`src/rtl/core/pcst_pkg.sv`:
```
package pcst_pkg;

    // Item kinds
    localparam logic [1:0] KIND_TICK = 2'd0;
    localparam logic [1:0] KIND_LOAD = 2'd1;
    localparam logic [1:0] KIND_GATE = 2'd2;

    // Configuration register indexes
    localparam logic CFG_SPEAKER_MUTE = 1'b0;
    localparam logic CFG_TICK_RATE    = 1'b1;

    // Field and state widths
    localparam int unsigned DIVISOR_W = 16;
    localparam int unsigned RATE_W    = 20;
    localparam int unsigned COUNT_W   = 24;

    // Divider operand width: holds the timer clock, the tick rate and a frequency
    localparam int unsigned DIV_W   = 21;
    localparam int unsigned DCNT_W  = 5;

    localparam logic [DIV_W-1:0]   PIT_CLOCK_HZ = 21'd1193180;
    localparam logic [RATE_W-1:0]  TICK_RATE_RST = 20'd32000;

    // Control from the sequencer to the wave generator
    typedef struct packed {
        logic                 tick;
        logic                 gate_set;
        logic                 gate_en;
        logic                 hp_load;
        logic [COUNT_W-1:0]   hp_value;
        logic                 mute;
    } wave_ctrl_t;

    // Wave generator status for the current transaction
    typedef struct packed {
        logic level_next;
        logic strobe;
    } wave_stat_t;

endpackage

```
`src/rtl/core/pcst_div.sv`:
```
// Restoring divider, one quotient bit per cycle
module pcst_div
(
    input  logic                        clk,
    input  logic                        rst_n,
    input  logic                        start,
    input  logic [pcst_pkg::DIV_W-1:0]  dividend,
    input  logic [pcst_pkg::DIV_W-1:0]  divisor,
    output logic                        done,
    output logic [pcst_pkg::DIV_W-1:0]  quotient
);

    logic                         busy_reg;
    logic                         done_reg;
    logic [pcst_pkg::DCNT_W-1:0]  cnt_reg;
    logic [pcst_pkg::DIV_W-1:0]   q_reg;
    logic [pcst_pkg::DIV_W-1:0]   r_reg;
    logic [pcst_pkg::DIV_W-1:0]   d_reg;

    logic [pcst_pkg::DIV_W:0]     r_shift;
    logic [pcst_pkg::DIV_W:0]     r_diff;
    logic                         r_ge;

    // Trial subtract of the shifted partial remainder
    always_comb
    begin
        r_shift = {r_reg, q_reg[pcst_pkg::DIV_W-1]};
        r_diff  = r_shift - {1'b0, d_reg};
        r_ge    = ~r_diff[pcst_pkg::DIV_W];
    end

    // Control
    always_ff @(posedge clk or negedge rst_n)
    begin
        if (!rst_n)
        begin
            busy_reg <= 1'b0;
            done_reg <= 1'b0;
            cnt_reg  <= '0;
        end
        else
        begin
            done_reg <= 1'b0;
            if (start)
            begin
                busy_reg <= 1'b1;
                cnt_reg  <= pcst_pkg::DCNT_W'(pcst_pkg::DIV_W - 1);
            end
            else if (busy_reg)
            begin
                cnt_reg <= cnt_reg - 1'b1;
                if (cnt_reg == '0)
                begin
                    busy_reg <= 1'b0;
                    done_reg <= 1'b1;
                end
            end
        end
    end

    // Datapath
    always_ff @(posedge clk)
    begin
        if (start)
        begin
            q_reg <= dividend;
            r_reg <= '0;
            d_reg <= divisor;
        end
        else if (busy_reg)
        begin
            q_reg <= {q_reg[pcst_pkg::DIV_W-2:0], r_ge};
            r_reg <= r_ge ? r_diff[pcst_pkg::DIV_W-1:0] : r_shift[pcst_pkg::DIV_W-1:0];
        end
    end

    assign done     = done_reg;
    assign quotient = q_reg;

endmodule

```
`src/rtl/core/pcst_wave.sv`:
```
// Tick counter, gate and square wave level
module pcst_wave
(
    input  logic                    clk,
    input  logic                    rst_n,
    input  pcst_pkg::wave_ctrl_t    ctrl,
    output pcst_pkg::wave_stat_t    stat
);

    logic [pcst_pkg::COUNT_W-1:0] count_reg;
    logic [pcst_pkg::COUNT_W-1:0] count_next;
    logic [pcst_pkg::COUNT_W-1:0] half_reg;
    logic                         level_reg;
    logic                         level_next;
    logic                         gated_reg;
    logic [pcst_pkg::COUNT_W-1:0] count_inc;
    logic                         toggle;

    // Gated tick: increment, compare against the half-period
    always_comb
    begin
        count_inc  = count_reg + 1'b1;
        toggle     = ctrl.tick && gated_reg && (count_inc >= half_reg);
        count_next = count_reg;
        level_next = level_reg;
        if (ctrl.tick && gated_reg)
        begin
            count_next = toggle ? '0 : count_inc;
            level_next = level_reg ^ toggle;
        end
    end

    always_ff @(posedge clk or negedge rst_n)
    begin
        if (!rst_n)
        begin
            count_reg <= '0;
            half_reg  <= '0;
            level_reg <= 1'b0;
            gated_reg <= 1'b0;
        end
        else
        begin
            count_reg <= count_next;
            level_reg <= level_next;
            if (ctrl.gate_set)
            begin
                gated_reg <= ctrl.gate_en;
            end
            if (ctrl.hp_load)
            begin
                half_reg <= ctrl.hp_value;
            end
        end
    end

    assign stat.level_next = level_next;
    assign stat.strobe     = toggle & ~ctrl.mute;

endmodule

```
`src/rtl/core/pc_speaker_tone_generator.sv`:
```
// Channel   Direction  Handshake            Payload
// in        input      in_valid / in_stall  kind[1:0], divisor[15:0], gate_enable
// out       output     out_valid / out_stall level, drive_strobe
// cfg       input      cfg_valid / cfg_ready cfg_index (0 mute, 1 tick rate), cfg_data[19:0]
//
// Every transaction yields one result, registered at the edge that accepts it.
// Tick and gate transactions end at that edge. A divisor load then runs up to two
// 21-step bit-serial divisions (timer clock / divisor, then tick rate / frequency)
// on one shared divider, the second only for a nonzero frequency; input stalls meanwhile.
// Reset clears the state; no clearing pass. Input stalls while the result
// register is full and out_stall is high.
module pc_speaker_tone_generator
(
    input  logic                                clk,
    input  logic                                rst_n,
    input  logic                                in_valid,
    output logic                                in_stall,
    input  logic [1:0]                          kind,
    input  logic [pcst_pkg::DIVISOR_W-1:0]      divisor,
    input  logic                                gate_enable,
    output logic                                out_valid,
    input  logic                                out_stall,
    output logic                                level,
    output logic                                drive_strobe,
    input  logic                                cfg_valid,
    output logic                                cfg_ready,
    input  logic                                cfg_index,
    input  logic [pcst_pkg::RATE_W-1:0]         cfg_data
);

    typedef enum logic [1:0] {
        S_IDLE,
        S_FREQ,
        S_HALF
    } state_t;

    state_t                        state_reg;
    logic                          mute_reg;
    logic [pcst_pkg::RATE_W-1:0]   rate_reg;
    logic                          out_valid_reg;
    logic                          level_reg;
    logic                          strobe_reg;

    logic                          in_acc;
    logic                          div_start;
    logic [pcst_pkg::DIV_W-1:0]    div_dividend;
    logic [pcst_pkg::DIV_W-1:0]    div_divisor;
    logic                          div_done;
    logic [pcst_pkg::DIV_W-1:0]    div_q;

    pcst_pkg::wave_ctrl_t          wctrl;
    pcst_pkg::wave_stat_t          wstat;

    assign in_stall  = (state_reg != S_IDLE) || (out_valid_reg && out_stall);
    assign in_acc    = in_valid && !in_stall;
    // Register writes only with no transaction offered, running or waiting
    assign cfg_ready = (state_reg == S_IDLE) && !out_valid_reg && !in_valid;

    // Divider launch: first frequency, then half-period count
    always_comb
    begin
        div_start    = 1'b0;
        div_dividend = pcst_pkg::PIT_CLOCK_HZ;
        div_divisor  = {{(pcst_pkg::DIV_W - pcst_pkg::DIVISOR_W){1'b0}}, divisor};
        if (in_acc && (kind == pcst_pkg::KIND_LOAD) && (divisor != '0))
        begin
            div_start = 1'b1;
        end
        else if ((state_reg == S_FREQ) && div_done && (div_q != '0))
        begin
            div_start    = 1'b1;
            div_dividend = {{(pcst_pkg::DIV_W - pcst_pkg::RATE_W){1'b0}}, rate_reg};
            div_divisor  = div_q;
        end
    end

    // Wave generator control
    always_comb
    begin
        wctrl.tick     = in_acc && (kind == pcst_pkg::KIND_TICK);
        wctrl.gate_set = in_acc && (kind == pcst_pkg::KIND_GATE);
        wctrl.gate_en  = gate_enable;
        wctrl.mute     = mute_reg;
        wctrl.hp_load  = 1'b0;
        wctrl.hp_value = '0;
        if (in_acc && (kind == pcst_pkg::KIND_LOAD) && (divisor == '0))
        begin
            wctrl.hp_load = 1'b1;
        end
        else if ((state_reg == S_FREQ) && div_done && (div_q == '0))
        begin
            wctrl.hp_load = 1'b1;
        end
        else if ((state_reg == S_HALF) && div_done)
        begin
            wctrl.hp_load  = 1'b1;
            wctrl.hp_value = {{(pcst_pkg::COUNT_W - pcst_pkg::DIV_W + 1){1'b0}},
                              div_q[pcst_pkg::DIV_W-1:1]};
        end
    end

    pcst_div u_div
    (
        .clk      (clk),
        .rst_n    (rst_n),
        .start    (div_start),
        .dividend (div_dividend),
        .divisor  (div_divisor),
        .done     (div_done),
        .quotient (div_q)
    );

    pcst_wave u_wave
    (
        .clk   (clk),
        .rst_n (rst_n),
        .ctrl  (wctrl),
        .stat  (wstat)
    );

    // Sequencer, configuration and result register
    always_ff @(posedge clk or negedge rst_n)
    begin
        if (!rst_n)
        begin
            state_reg     <= S_IDLE;
            mute_reg      <= 1'b0;
            rate_reg      <= pcst_pkg::TICK_RATE_RST;
            out_valid_reg <= 1'b0;
            level_reg     <= 1'b0;
            strobe_reg    <= 1'b0;
        end
        else
        begin
            if (cfg_valid && cfg_ready)
            begin
                unique case (cfg_index)
                    pcst_pkg::CFG_SPEAKER_MUTE: mute_reg <= cfg_data[0];
                    pcst_pkg::CFG_TICK_RATE:    rate_reg <= cfg_data;
                    default:                    mute_reg <= mute_reg;
                endcase
            end

            if (in_acc)
            begin
                out_valid_reg <= 1'b1;
                level_reg     <= wstat.level_next;
                strobe_reg    <= wstat.strobe;
            end
            else if (!out_stall)
            begin
                out_valid_reg <= 1'b0;
            end

            unique case (state_reg)
                S_IDLE:
                begin
                    if (div_start)
                    begin
                        state_reg <= S_FREQ;
                    end
                end
                S_FREQ:
                begin
                    if (div_done)
                    begin
                        state_reg <= div_start ? S_HALF : S_IDLE;
                    end
                end
                S_HALF:
                begin
                    if (div_done)
                    begin
                        state_reg <= S_IDLE;
                    end
                end
                default:
                begin
                    state_reg <= S_IDLE;
                end
            endcase
        end
    end

    assign out_valid    = out_valid_reg;
    assign level        = level_reg;
    assign drive_strobe = strobe_reg;

endmodule
```
`config.mk`:
```
export PLATFORM = sky130hd
export DESIGN_NAME = pc_speaker_tone_generator
export DESIGN_NICKNAME = d
export VERILOG_FILES = /design/src/rtl/core/pcst_pkg.sv /design/src/rtl/core/pcst_div.sv /design/src/rtl/core/pcst_wave.sv /design/src/rtl/core/pc_speaker_tone_generator.sv
export SDC_FILE = /design/constraint.sdc
export NUM_CORES = 1
export LEC_CHECK = 0
export BUFFER_PORTS_ARGS = -buffer_cell sky130_fd_sc_hd__buf_2
export CORE_MARGIN = 2
export CORE_UTILIZATION = 66
export DETAILED_ROUTE_END_ITERATION = 7
export GPL_TIMING_DRIVEN = 1
export PLACE_DENSITY = 0.86
export SLEW_MARGIN = 10
export SYNTH_ARGS = -nofsm -noshare
export SYNTH_HDL_FRONTEND = slang
export SYNTH_SLANG_ARGS = --single-unit
export TNS_END_PERCENT = 100
```
`constraint.sdc`:
```
create_clock -name clk -period 8.24 [get_ports clk]
set_clock_uncertainty 0.15 [all_clocks]
set_input_delay 1.648 -clock clk [delete_from_list [all_inputs] [get_ports clk]]
set_output_delay 1.648 -clock clk [all_outputs]
set_load 0.01 [all_outputs]
```
======== Word-level counts from Yosys, hierarchy flattened ========
Index checks and enable logic that the tools add are counted.
word-level totals
  register bits after elaboration ......... 146
  output and inout bits ................... 5
  logic and storage cells ................. 99
cells by class
  add/sub/neg operators ................... 3
  $lt $le $gt $ge ......................... 1
  equality and inequality tests ........... 8
  mux-type cells .......................... 31
  bitwise operators ....................... 6
  reduce and logical (&&, ||, !) cells .... 33
operators by type and width
  kind                   count
  $mux 21                5
  $mux 24                3
  $mux 16                2
  $mux 25                1
  $add 24x1->24 const B  1
  $ge 24x24->1           1
  $sub 22x21->22         1
  $logic_not 21->1       1
  $reduce_bool 21->1     1
  $logic_and 1x1->1      16
  $logic_not 16->1       1
  $reduce_bool 16->1     1
  $mux 1                 13
  $mux 5                 2
  $mux 2                 4
  $ne 2x1->1 const B     3
  $pmux 2 s3             1
  $logic_not 5->1        1
  $sub 5x1->5 const B    1
  $eq 2x1->1 const B     2
  $eq 2x2->1 const B     2
  $logic_not 2->1        2
  $not 1->1              4
  $reduce_and 2->1       2
  8 further kinds        11

======== Longest topological paths before layout ========
  depth in word-level cells ............... 10
  gate-level depth with buffers ........... 15
  depth with buffers taken out ............ 13

======== Modules after synthesis ========
From an unflattened synthesis, not the netlist that was laid out.
second synthesis, totals
  cell total of the unflattened synthesis .. 919
  area total of the unflattened synthesis .. 8,992.4 µm²
by module, submodules not included
  module                     times used  cells each  area an instance (µm²)  sequential area each (µm²)
  pcst_div                   1           418         4,267.8                 1,856.8
  pcst_wave                  1           345         3,086.7                 1,251.2
  pc_speaker_tone_generator  1           156         1,637.8                 658.1

======== Worst setup path after synthesis ========
No wires, ideal clock.
  path type ............................... input -> output
  start point ............................. input in_valid
  end point ............................... output cfg_ready
  data arrival time ....................... 2,135 ps
  path slack .............................. 4,307 ps
  stages on the path ...................... 1
  path through ............................ nor4_1
between the ends
  word-level cells in the longest chain between the ends .. 2
RTL lines
  element            RTL line                         RTL
  from (decl)        pc_speaker_tone_generator.sv:16  input logic in_valid,
  $logic_not 1->1    pc_speaker_tone_generator.sv:57  assign cfg_ready = (state_reg == S_IDLE) && !out_valid_reg && !in_valid;
  $logic_and 1x1->1  pc_speaker_tone_generator.sv:57
  to (decl)          pc_speaker_tone_generator.sv:26  output logic cfg_ready,
Every way passes these cells.

======== Final worst setup path ========
  start point ............................. register u_wave.count_reg[4] in the netlist's numbering
  end point ............................... register u_wave.count_reg[0] in the netlist's numbering
between the ends
  word-level cells in the longest chain between the ends .. 4
RTL lines
  element                 RTL line         RTL
  from (decl)             pcst_wave.sv:10  logic [pcst_pkg::COUNT_W-1:0] count_reg;
  from (signal assigned)  pcst_wave.sv:44  count_reg <= count_next;
  $add 24x1->24           pcst_wave.sv:22  count_inc = count_reg + 1'b1;
  $ge 24x24->1            pcst_wave.sv:23  toggle = ctrl.tick && gated_reg && (count_inc >= half_reg);
  $logic_and 1x1->1       pcst_wave.sv:23
  $mux 24                 pcst_wave.sv:28  count_next = toggle ? '0 : count_inc;
Every way passes these cells.
A chain may end at the register's enable or synchronous reset.

==> flow_summary.yaml <==
run_status:
  outcome: "finished, final reports clean"
flow_run:
  cap_violations: 0
sta:
  fmax_mhz: 231
  tightest_slew_ps: 1140
  finalSetupViolCount: 0
  hold_viol_final: 0
  period_share: 0.526
  slew_violations: 0
  tns_ps: 0
  setup_slack_ps: 3900
  rsz0062_at_grt: "no"
  min_period_ps: 4340
  relSlewSlack: 0.240
clock_tree:
  numCtsBuffers: 17
  clkSinkCount: 142
  path_clk_slew_ps: 60
  clockBufferDepth: 2
  cts_tree: "yes"
  ctsHoldBuffers: 0
  htreeDepth: 4
  clock_latency_ps: 430
  post-cts-setup-buffers: 0
  root_buffer: "clkbuf_16"
  post_cts_resized: 0
cells_and_area:
  area_growth_pct: 11.3
  largest_reg_flops: 24
  final_nets: 1012
  utilization: 0.756
  drive_gt1_frac: 0.150
  n_antenna_cell: 0
placed_design:
  place_hpwl_mm: 12.6
  gp_congestion: 0.901
  port_buffers: 49
  place_ws_ps: 3950
logic_synthesis:
  syn_inst: 890
  netlist_area_mm2: 0.00819
  yosysTopAreaCellShare: 0.223
  synth.ff_latch_count: 142
  synth-async-reset-ratio: 0.556
  avgSynthCellArea_um2: 9.20
  synth_edf_count: 42
  synth_area_leader_cell: "dfrtp_1"
  ys_warn_count: 0
  yosysUniqueCellTypes: 72
  ys.flop_type: "dfrtp_1"
  yosysSeqAreaShare: 0.448
  synth_commonest_cells: "nand2_1 (163), dfrtp_1 (73), o21ai_0 (69)"
  synth_top_cells_by_area: "dfrtp_1 (22%), edfxtp_1 (15%), nand2_1 (7.5%)"
  synth_most_common_cell: "nand2_1"
  syn-num-nets: 980
routing:
  wl_per_cell_um: 17.4
  viasPerCell: 6.19
  dr.pass1.iters: 8
  vias: 6827
  first_iter_violations: 685
  drc: 0
  ant_nets: 0
  routed_wl_mm: 19.2
floorplan:
  start_util: 0.679
  die_x_um: 115
  chipHeight_um: 115
  die_area_mm2: 0.0133
  core-area_mm2: 0.0121
  io_pins: 50
  rows: 40
setup_path:
  end_kind: "flip-flop"
  crit_fanout: 22
  worstPathRequired_ps: 8450
  startpoint_type: "flip-flop"
  reg2reg_setup_slack_ps: 3900
  r2r-start: "u_wave.count_reg[4]"
  rr_worst_depth: 13
  rr_endpoint: "u_wave.count_reg[0]"
  worstSetupPathType: "reg -> reg"
  cp.arrival_ps: 4540
global_routing:
  grt_util_all_layers: 0.306
  grt_overflow: 0
  first_global_vias: 6467
  grt_pass1_wl_mm: 31.4
  grt_start_max_net_pins: 80
  antenna_found_initial: 0
hold_path:
  worstHoldStart: "rate_reg[15]"
  min_path_type: "reg -> reg"
  holdPathEnd: "rate_reg[15]"
  hold_path_depth: 1
pwr:
  peakVddDrop_v: 0.000256
  p_leak_nw: 4.11
  power_density_mw_per_mm2: 354
==> cells by family (layout without fill, tap and decap cells) <==
logic type | Yosys count | count (layout) | synth area share
multiplexers | 28 | 28 | 0.0377
AO/OA/AOI/OAI | 201 | 201 | 0.159
buffers and inverters | 96 | 141 | 0.0480
flip-flops | 142 | 142 | 0.448
AND/OR/NAND/NOR | 340 | 340 | 0.198
adder cells (fa/ha/maj) | 45 | 45 | 0.0697
XOR/XNOR | 38 | 38 | 0.0406
==> worst max-delay path by stage <==
stage,startpoint,to,cells past startpoint
final,u_wave.count_reg[4],u_wave.count_reg[0],13
after CTS,u_wave.count_reg[4],u_wave.count_reg[0],13
after global routing,u_wave.count_reg[4],u_wave.count_reg[0],13
after detailed placement,out_stall,u_div.quotient[4],8
after floorplan,in_valid,cfg_ready,1
after global placement,out_stall,u_div.quotient[8],8
==> layout by cell type, fill, tap and decap left out, types with 4 or more instances in the layout <==
master and n:
a21o_1 16, and2_1 7, inv_1 54, a21oi_1 39
nor4_1 10, dfstp_2 6, xnor2_1 24, o2111ai_1 4
nand3_1 42, nor2_1 35, nand4_1 12, o211ai_1 4
o21a_1 7, edfxtp_1 42, clkbuf_16 19, ha_1 44
or3_1 4, dfrtp_1 73, or2_2 5, mux2_2 23
nand2_1 163, and3_1 13, a22o_1 14, and4_1 4
xor2_1 14, o21ai_0 68, buf_2 48, mux2i_1 5
buf_4 6, a31oi_1 17, nor3_1 12, nor2b_1 14
dfxtp_1 21
==> per-layer routing <==
metal / share of wire / wire [um] / GRT usage / vias up
met1: 0.42 / 8050 / 0.418 / 3246
met2: 0.48 / 9200 / 0.484 / 322
met5: 0 / 0 / 0 / -
li1: - / - / - / 3209
met3: 0.076 / 1470 / 0.0569 / 50
met4: 0.025 / 488 / 0.129 / 0
==> final cells by class <==
class	instances	area (um^2)
Clock buffer	21	483
Clock inverter	11	128
Fill cell	811	2940
Inverter	55	206
Multi-Input combinational cell	652	4140
Sequential cell	142	3670
Tap cell	168	210
Timing Repair Buffer	54	285
==> stage by stage <==
stage / std cells / power (mW) / instance area [um^2] / hold slack (ps)
final: 1103 / 3.23 / 9120 / 357
after global routing: 1103 / 3.42 / 9120 / 380
after CTS: 1103 / 3.21 / 9120 / 356
after detailed placement: 1071 / 2.40 / 8510 / 343
after global placement: 1071 / 2.36 / 8510 / 325
after floorplan: 890 / 2.11 / 8190 / 282
==> where the power goes <==
| part | total (mW) | switching (mW) | internal, mW |
|---|---|---|---|
| sequential | 1.20 | 0.203 | 0.998 |
| combinational | 1.24 | 0.717 | 0.525 |
| clock | 0.785 | 0.302 | 0.483 |
==> worst max-delay path: stages, from the launching register on <==
cell	delay, ps
dfrtp_1	450
and3_1	210
nand4_1	330
nor2_1	410
nand3_1	200
xnor2_1	170
ha_1	300
a21o_1	180
a21o_1	180
a21oi_1	140
o211ai_1	100
a211o_1	550
nor2_2	610
mux2_2	270
Power figures use the tool's default switching activity.
